[src/hw/rtl/atc_pkg.sv]
// shared types, constants and a helper function for the affine transform composer
package atc_pkg;

    localparam int FRAC_BITS    = 16;
    localparam int ANGLE_BITS   = 16;
    localparam int CORDIC_STEPS = 28;
    localparam int STEP_W       = 5;
    localparam int WORD_W       = 32;
    localparam int ACC_W        = 50;

    localparam logic [1:0] ACT_TRANSLATE = 2'd0;
    localparam logic [1:0] ACT_ROTATE    = 2'd1;
    localparam logic [1:0] ACT_SCALE     = 2'd2;
    localparam logic [1:0] ACT_NONE      = 2'd3;

    localparam logic signed [33:0] CORDIC_GAIN = 34'sd652032874;
    localparam logic signed [WORD_W-1:0] FX_ONE = WORD_W'(64'sd1 <<< FRAC_BITS);
    localparam logic signed [WORD_W-1:0] SAT_MAX = 32'sh7fffffff;
    localparam logic signed [WORD_W-1:0] SAT_MIN = 32'sh80000000;

    // multiply operand selections
    localparam logic [3:0] MS_TX_A = 4'd0;
    localparam logic [3:0] MS_TX_B = 4'd1;
    localparam logic [3:0] MS_TY_A = 4'd2;
    localparam logic [3:0] MS_TY_B = 4'd3;
    localparam logic [3:0] MS_SX   = 4'd4;
    localparam logic [3:0] MS_SY   = 4'd5;
    localparam logic [3:0] MS_N0A  = 4'd6;
    localparam logic [3:0] MS_N0B  = 4'd7;

    typedef struct packed {
        logic       load;
        logic       cordic_step;
        logic       build_t;
        logic       mul_en;
        logic [3:0] mul_sel;
        logic [2:0] n_idx;
        logic       acc_clear;
        logic       acc_add;
        logic       t_sat;
        logic       n_write;
        logic       commit;
    } atc_cmd_t;

    typedef struct packed {
        logic [1:0] action;
    } atc_status_t;

    function automatic logic signed [33:0] atan_q30(input logic [STEP_W-1:0] i);
        logic signed [33:0] r;
        begin
            case (i)
                5'd0: r = 34'sd536870912;   5'd1: r = 34'sd316933406;
                5'd2: r = 34'sd167458907;   5'd3: r = 34'sd85004756;
                5'd4: r = 34'sd42667331;    5'd5: r = 34'sd21354465;
                5'd6: r = 34'sd10679838;    5'd7: r = 34'sd5340245;
                5'd8: r = 34'sd2670163;     5'd9: r = 34'sd1335086;
                5'd10: r = 34'sd667544;     5'd11: r = 34'sd333772;
                5'd12: r = 34'sd166886;     5'd13: r = 34'sd83443;
                5'd14: r = 34'sd41721;      5'd15: r = 34'sd20860;
                5'd16: r = 34'sd10430;      5'd17: r = 34'sd5215;
                5'd18: r = 34'sd2607;       5'd19: r = 34'sd1303;
                5'd20: r = 34'sd651;        5'd21: r = 34'sd325;
                5'd22: r = 34'sd162;        5'd23: r = 34'sd81;
                5'd24: r = 34'sd40;         5'd25: r = 34'sd20;
                5'd26: r = 34'sd10;         5'd27: r = 34'sd5;
                default: r = 34'sd0;
            endcase
            return r;
        end
    endfunction

endpackage

[src/hw/rtl/atc_ctrl.sv]
// controller state machine sequencing the cordic, transform build and matrix multiply
module atc_ctrl (
    input  logic                 clk,
    input  logic                 rst_n,
    input  logic                 in_valid,
    output logic                 in_ready,
    output logic                 out_valid,
    input  logic                 out_ready,
    input  atc_pkg::atc_status_t status,
    output atc_pkg::atc_cmd_t    cmd
);
    import atc_pkg::*;

    localparam logic [2:0] S_IDLE   = 3'd0;
    localparam logic [2:0] S_CORDIC = 3'd1;
    localparam logic [2:0] S_BUILD  = 3'd2;
    localparam logic [2:0] S_TMUL   = 3'd3;
    localparam logic [2:0] S_NMUL   = 3'd4;
    localparam logic [2:0] S_DONE   = 3'd5;

    logic [2:0]        state_reg, state_next;
    logic [STEP_W-1:0] cnt_reg, cnt_next;
    logic [2:0]        idx_reg, idx_next;
    logic              oval_reg, oval_next;

    assign in_ready  = (state_reg == S_IDLE) && !oval_reg;
    assign out_valid = oval_reg;

    always_comb
    begin
        state_next = state_reg;
        cnt_next   = cnt_reg;
        idx_next   = idx_reg;
        oval_next  = oval_reg;
        cmd        = '0;
        cmd.n_idx  = idx_reg;
        if (oval_reg && out_ready)
        begin
            oval_next = 1'b0;
        end
        case (state_reg)
            S_IDLE:
            begin
                if (in_valid && in_ready)
                begin
                    cmd.load   = 1'b1;
                    cnt_next   = '0;
                    state_next = S_CORDIC;
                end
            end
            S_CORDIC:
            begin
                // only rotate needs the cordic; other actions pass quickly
                if (status.action == ACT_ROTATE)
                begin
                    cmd.cordic_step = 1'b1;
                    cnt_next = cnt_reg + 1'b1;
                    if (cnt_reg == STEP_W'(CORDIC_STEPS - 1))
                    begin
                        state_next = S_BUILD;
                    end
                end
                else if (status.action == ACT_NONE)
                begin
                    state_next = S_DONE;
                end
                else
                begin
                    state_next = S_BUILD;
                end
            end
            S_BUILD:
            begin
                cmd.build_t = 1'b1;
                cnt_next    = '0;
                state_next  = S_TMUL;
            end
            S_TMUL:
            begin
                // up to four products issued, then drain until the last product lands
                cnt_next = cnt_reg + 1'b1;
                if ((status.action == ACT_ROTATE) && (cnt_reg < 5'd4))
                begin
                    cmd.mul_en  = 1'b1;
                    cmd.mul_sel = 4'(cnt_reg);
                end
                else if ((status.action == ACT_SCALE) && (cnt_reg < 5'd2))
                begin
                    cmd.mul_en  = 1'b1;
                    cmd.mul_sel = (cnt_reg == 5'd0) ? MS_SX : MS_SY;
                end
                if (cnt_reg == 5'd6)
                begin
                    cmd.t_sat  = 1'b1;
                    cnt_next   = '0;
                    idx_next   = '0;
                    state_next = S_NMUL;
                end
            end
            S_NMUL:
            begin
                // per entry: two products, then accumulate
                cnt_next = cnt_reg + 1'b1;
                if (cnt_reg == 5'd0)
                begin
                    cmd.mul_en  = 1'b1;
                    cmd.mul_sel = MS_N0A;
                end
                else if (cnt_reg == 5'd1)
                begin
                    cmd.mul_en    = 1'b1;
                    cmd.mul_sel   = MS_N0B;
                    cmd.acc_clear = 1'b1;
                end
                else if (cnt_reg == 5'd3)
                begin
                    cmd.acc_add = 1'b1;
                end
                else if (cnt_reg == 5'd4)
                begin
                    cmd.acc_add = 1'b1;
                    cmd.n_write = 1'b1;
                    cnt_next    = '0;
                    idx_next    = idx_reg + 1'b1;
                    if (idx_reg == 3'd5)
                    begin
                        state_next = S_DONE;
                    end
                end
            end
            S_DONE:
            begin
                if (!oval_reg)
                begin
                    cmd.commit = 1'b1;
                    oval_next  = 1'b1;
                    state_next = S_IDLE;
                end
            end
            default:
            begin
                state_next = S_IDLE;
            end
        endcase
    end

    always_ff @(posedge clk or negedge rst_n)
    begin
        if (!rst_n)
        begin
            state_reg <= S_IDLE;
            cnt_reg   <= '0;
            idx_reg   <= '0;
            oval_reg  <= 1'b0;
        end
        else
        begin
            state_reg <= state_next;
            cnt_reg   <= cnt_next;
            idx_reg   <= idx_next;
            oval_reg  <= oval_next;
        end
    end

endmodule

[config.mk]
export PLATFORM = sky130hd
export DESIGN_NAME = atc_ctrl
export DESIGN_NICKNAME = d
export VERILOG_FILES = /design/src/hw/rtl/atc_pkg.sv /design/src/hw/rtl/atc_ctrl.sv
export SDC_FILE = /design/constraint.sdc
export NUM_CORES = 1
export LEC_CHECK = 0
export ABC_AREA = 0
export BUFFER_PORTS_ARGS = -buffer_cell sky130_fd_sc_hd__buf_2
export CAP_MARGIN = 5
export CORE_MARGIN = 2
export CORE_UTILIZATION = 48
export DETAILED_ROUTE_END_ITERATION = 16
export PLACE_DENSITY = 0.75
export SYNTH_ARGS = -nofsm -noshare
export SYNTH_HDL_FRONTEND = slang
export SYNTH_SLANG_ARGS = --single-unit
[constraint.sdc]
create_clock -name clk -period 1.97 [get_ports clk]
set_input_delay 0.2955 -clock clk [delete_from_list [all_inputs] [get_ports clk]]
set_output_delay 0.2955 -clock clk [all_outputs]
set_load 0.05 [all_outputs]
## Yosys cells after proc, flatten, opt, wreduce, memory -nomap -nowiden

Cells that the tools add are included.

| word-level totals | value |
|---|---|
| input port bits | 6 |
| word-level logic and storage cells | 99 |
| register bits | 12 |
| output and inout bits | 18 |

| cells by class | value |
|---|---|
| add/sub/neg operators | 2 |
| reductions and logical operators | 13 |
| eq/ne operators | 24 |
| mux-type cells | 54 |
| order comparisons | 2 |

Operator list:

| operator | number |
|---|---|
| $mux 5 | 11 |
| $mux 3 | 16 |
| $pmux 5 s5 | 1 |
| $mux 1 | 21 |
| $pmux 3 s6 | 1 |
| $ne 2x2->1 const B | 8 |
| $eq 5x3->1 const B | 2 |
| $pmux 5 s2 | 1 |
| $eq 3x3->1 const B | 3 |
| $reduce_and 9->1 | 1 |
| $eq 3x2->1 const B | 2 |
| $pmux 3 s2 | 1 |
| $reduce_and 6->1 | 1 |
| $add 5x1->5 const B | 1 |
| $eq 5x1->1 const B | 1 |
| $eq 5x2->1 const B | 1 |
| $eq 5x5->1 const B | 1 |
| $logic_and 1x1->1 | 5 |
| $logic_not 5->1 | 1 |
| $lt 5x2->1 const B | 1 |
| $lt 5x3->1 const B | 1 |
| $reduce_bool 5->1 | 1 |
| $eq 2x2->1 const B | 2 |
| $mux 2 | 2 |
| other kinds (9) | 9 |

## Depth between registers and ports, before layout

| depth | value |
|---|---|
| depth after elaboration | 7 |
| gate-level depth with buffers | 6 |

## Least setup slack after synthesis

Ideal clock, no wire load.

| timing path | value |
|---|---|
| path type | register -> output |
| start | reg state_reg[0] |
| end | out cmd[8] (netlist bit) |
| data required time | 1.674 ns |
| cell stages (with the launch flop) | 6 |
| arrival time | 2.704 ns |
| slack | -1.030 ns |
| cells stage by stage | dfrtp_1 or3b_1 buf_2 or3_4 nor4b_2 nand2b_1 |

RTL lines:

| element | RTL line | RTL |
|---|---|---|
| from (decl) | atc_ctrl.sv:21 | `logic [2:0] state_reg, state_next;` |
| from (signal assigned) | atc_ctrl.sv:158 | `state_reg <= state_next;` |
| to (decl) | atc_ctrl.sv:10 | `output atc_pkg::atc_cmd_t cmd` |

==> results.ini <==
[timing]
hold_viol=0
rsz0062_at_grt=true
min_period_over_period=1.22
fin_ws_ns=-0.437
relSlewSlack=0.549
finalCriticalPeriod_ns=2.41
setup_viol=6
tightestPinTransition_ns=0.674
slew_viol_final=0
fmax_mhz=415
fin_worst_skew_ns=0.00111

[global_routing]
grt_overflow=0
grt_pass1_wl_um=4890
grt_start_max_net_pins=15
antenna_found_initial=0
first_global_vias=1077
grt_usage=0.254

[detailed_routing]
drt-vias-per-instance=5.96
drt_iter0_markers=20
drc=0
drtAntennaViolNets=0
wl_um=3120
vias=1145
wl_per_cell_um=16.3
dr.pass1.iters=4

[place]
port_buffers=22
gp_congestion=0.829
placedInstanceArea_um2=1360
dp.final_hpwl_um=2160

[cts]
cts_sinks=12
clk_pin_slew_ns=0.07
cts_buffers=3
cts_tree=done
cts_buffer_depth=2
clk_latency_ns=0.28
ctsHtreeMaxLevel=1
cts_root_buf=clkbuf_4

[logic_synthesis]
syn-mean-instance-area_um2=8.50
synth_top_family_by_area=simple AND/OR/NAND/NOR gates
ys_async_sr_fraction=1.00
ys_seq_area_frac=0.285
synth_flop_cell=dfrtp_1
syn_area_um2=1050
synth_seq_cells=12
synth-simple-area-share=0.328
yosysWarnings=0
synthXorXnorAreaFrac=0.0166
synthesis.nets=137
postSynthCellCount=124
synth-compound-area-share=0.240
ys_types=48
synthMuxAreaShare=0
synth_edf_count=0
synth-adder-area-share=0.0831

[setup_path]
rrSetupSlack_ns=0.08
startpoint_type=flop
cp.required_ns=1.67
r2r-start=state_reg[0]
cp-end-kind=output port
critPathKind=flop to output port
critPathMaxFanout=3
worst_ep_arrival_time_ns=2.11
worstSetupStartpoint=state_reg[0]

[finish]
largest_reg_flops=5
area_delta_synth_final_pct=51.9
nFillCells=129
final_util=0.791
antenna_cells=0
final_cell_mix=21 x buf_4, 12 x dfrtp_1, 12 x buf_2, 8 x nand2_1, 7 x o211ai_1
drive_above_1_share=0.442
fin_nets=180
final_area_um2=1600
layout_commonest_cell=buf_4

[floorplanning]
ios=24
die_x_um=50.9
core-area_um2=2020
die_area_um2=2590
start_util=0.521
die_y_um=50.9
fp-row-count=16

[pwr]
powerDensity_nw_per_um2=1440
peakVddDrop_v=0.00113
leakage_nw=0.707
power_w=0.00231

[run_status]
violations=negative setup slack
run_status=finished with violations

[worst_hold_path]
min_from=out_ready
hp-class=input pin to flop

[flow_run]
max_cap_violations=0

[layout make-up]
type                    count  area, um2  share of cell area
clock buffers               3       22.5              0.0141
well taps                  27       33.8              0.0211
inverters                   5       18.8              0.0117
repair buffers             44        364               0.228
flip-flops and latches     12        300               0.188
multi-input cells         101        861               0.538
[per-layer routing]
metal,global-route usage,vias up,part of all wire
li1,-,542,-
met1,0.308,552,0.43
met2,0.467,44,0.51
met3,0.0175,7,0.040
met4,0.0946,0,0.018
met5,0,-,0
[power breakdown]
group	switching [W]	total (W)	internal (W)
clock network	0.0000869	0.000158	0.0000710
registers	0.0000698	0.000397	0.000327
logic	0.00103	0.00175	0.000728
[final timing paths]
check	end	depth (start not counted)
setup / recovery	cmd[9]	5
hold / removal	out_valid	3
setup reg to reg	cnt_reg[2]	7
hold reg to reg	idx_reg[2]	1
max in group asynchronous	cnt_reg[3]	2
min in group asynchronous	out_valid	2
[kinds of logic (layout without fill, tap and decap cells)]
logic type,after synthesis,after routing
fa+ha+maj,7,7
flops,12,12
simple gates,55,55
other cells,1,1
buf+inv,11,52
xor+xnor,2,2
compound gates,36,36
[cells in the mapped netlist (2+ instances only)]
cell type / instances / area, um2
a21oi_1: 4 / 20.0
nand2_1: 9 / 33.8
nand2b_1: 6 / 37.5
o22ai_1: 2 / 12.5
nor3_1: 4 / 20.0
o31ai_1: 2 / 15.0
o211ai_1: 7 / 52.6
a21o_1: 3 / 22.5
ha_1: 7 / 87.6
or3_4: 2 / 22.5
nor2_1: 8 / 30.0
inv_1: 5 / 18.8
o21ai_1: 2 / 10.0
or2_1: 3 / 18.8
or3_1: 2 / 12.5
a22o_1: 2 / 17.5
and4b_1: 2 / 20.0
clkbuf_1: 3 / 11.3
dfrtp_1: 12 / 300
xnor2_1: 2 / 17.5
nand3_1: 2 / 10.0
o21ai_0: 5 / 25.0
nor2b_1: 4 / 25.0
or2_2: 2 / 12.5
[stage by stage]
stage               cells  hold WS, ns  setup WS [ns]  TNS (ns)
global placement      183        0.185         -0.189    -0.593
global route          192        0.303         -0.490     -2.77
detailed placement    183        0.194         -0.220    -0.748
finish                192        0.281         -0.437     -2.30
floorplan             124   -0.0000911         -0.590     -1.42
CTS                   190        0.278         -0.410     -2.04
[what timing repair did]
| item | CTS | global route |
|---|---|---|
| hold buffers | 1 | 0 |
| gates resized for setup | 22 | 21 |
| endpoints found under the setup margin | 9 | 19 |
| setup buffers | 3 | 4 |
| hold endpoints to repair | 12 | 0 |
| pin swaps | 3 | 5 |
[worst max-delay path, stage by stage (launching register included)]
cell     delay (ns)
dfrtp_1        0.38
or3b_1         0.41
or3_4          0.37
or3_4          0.41
o31ai_4        0.08
buf_6          0.18
(Power assumes the default switching activity.)
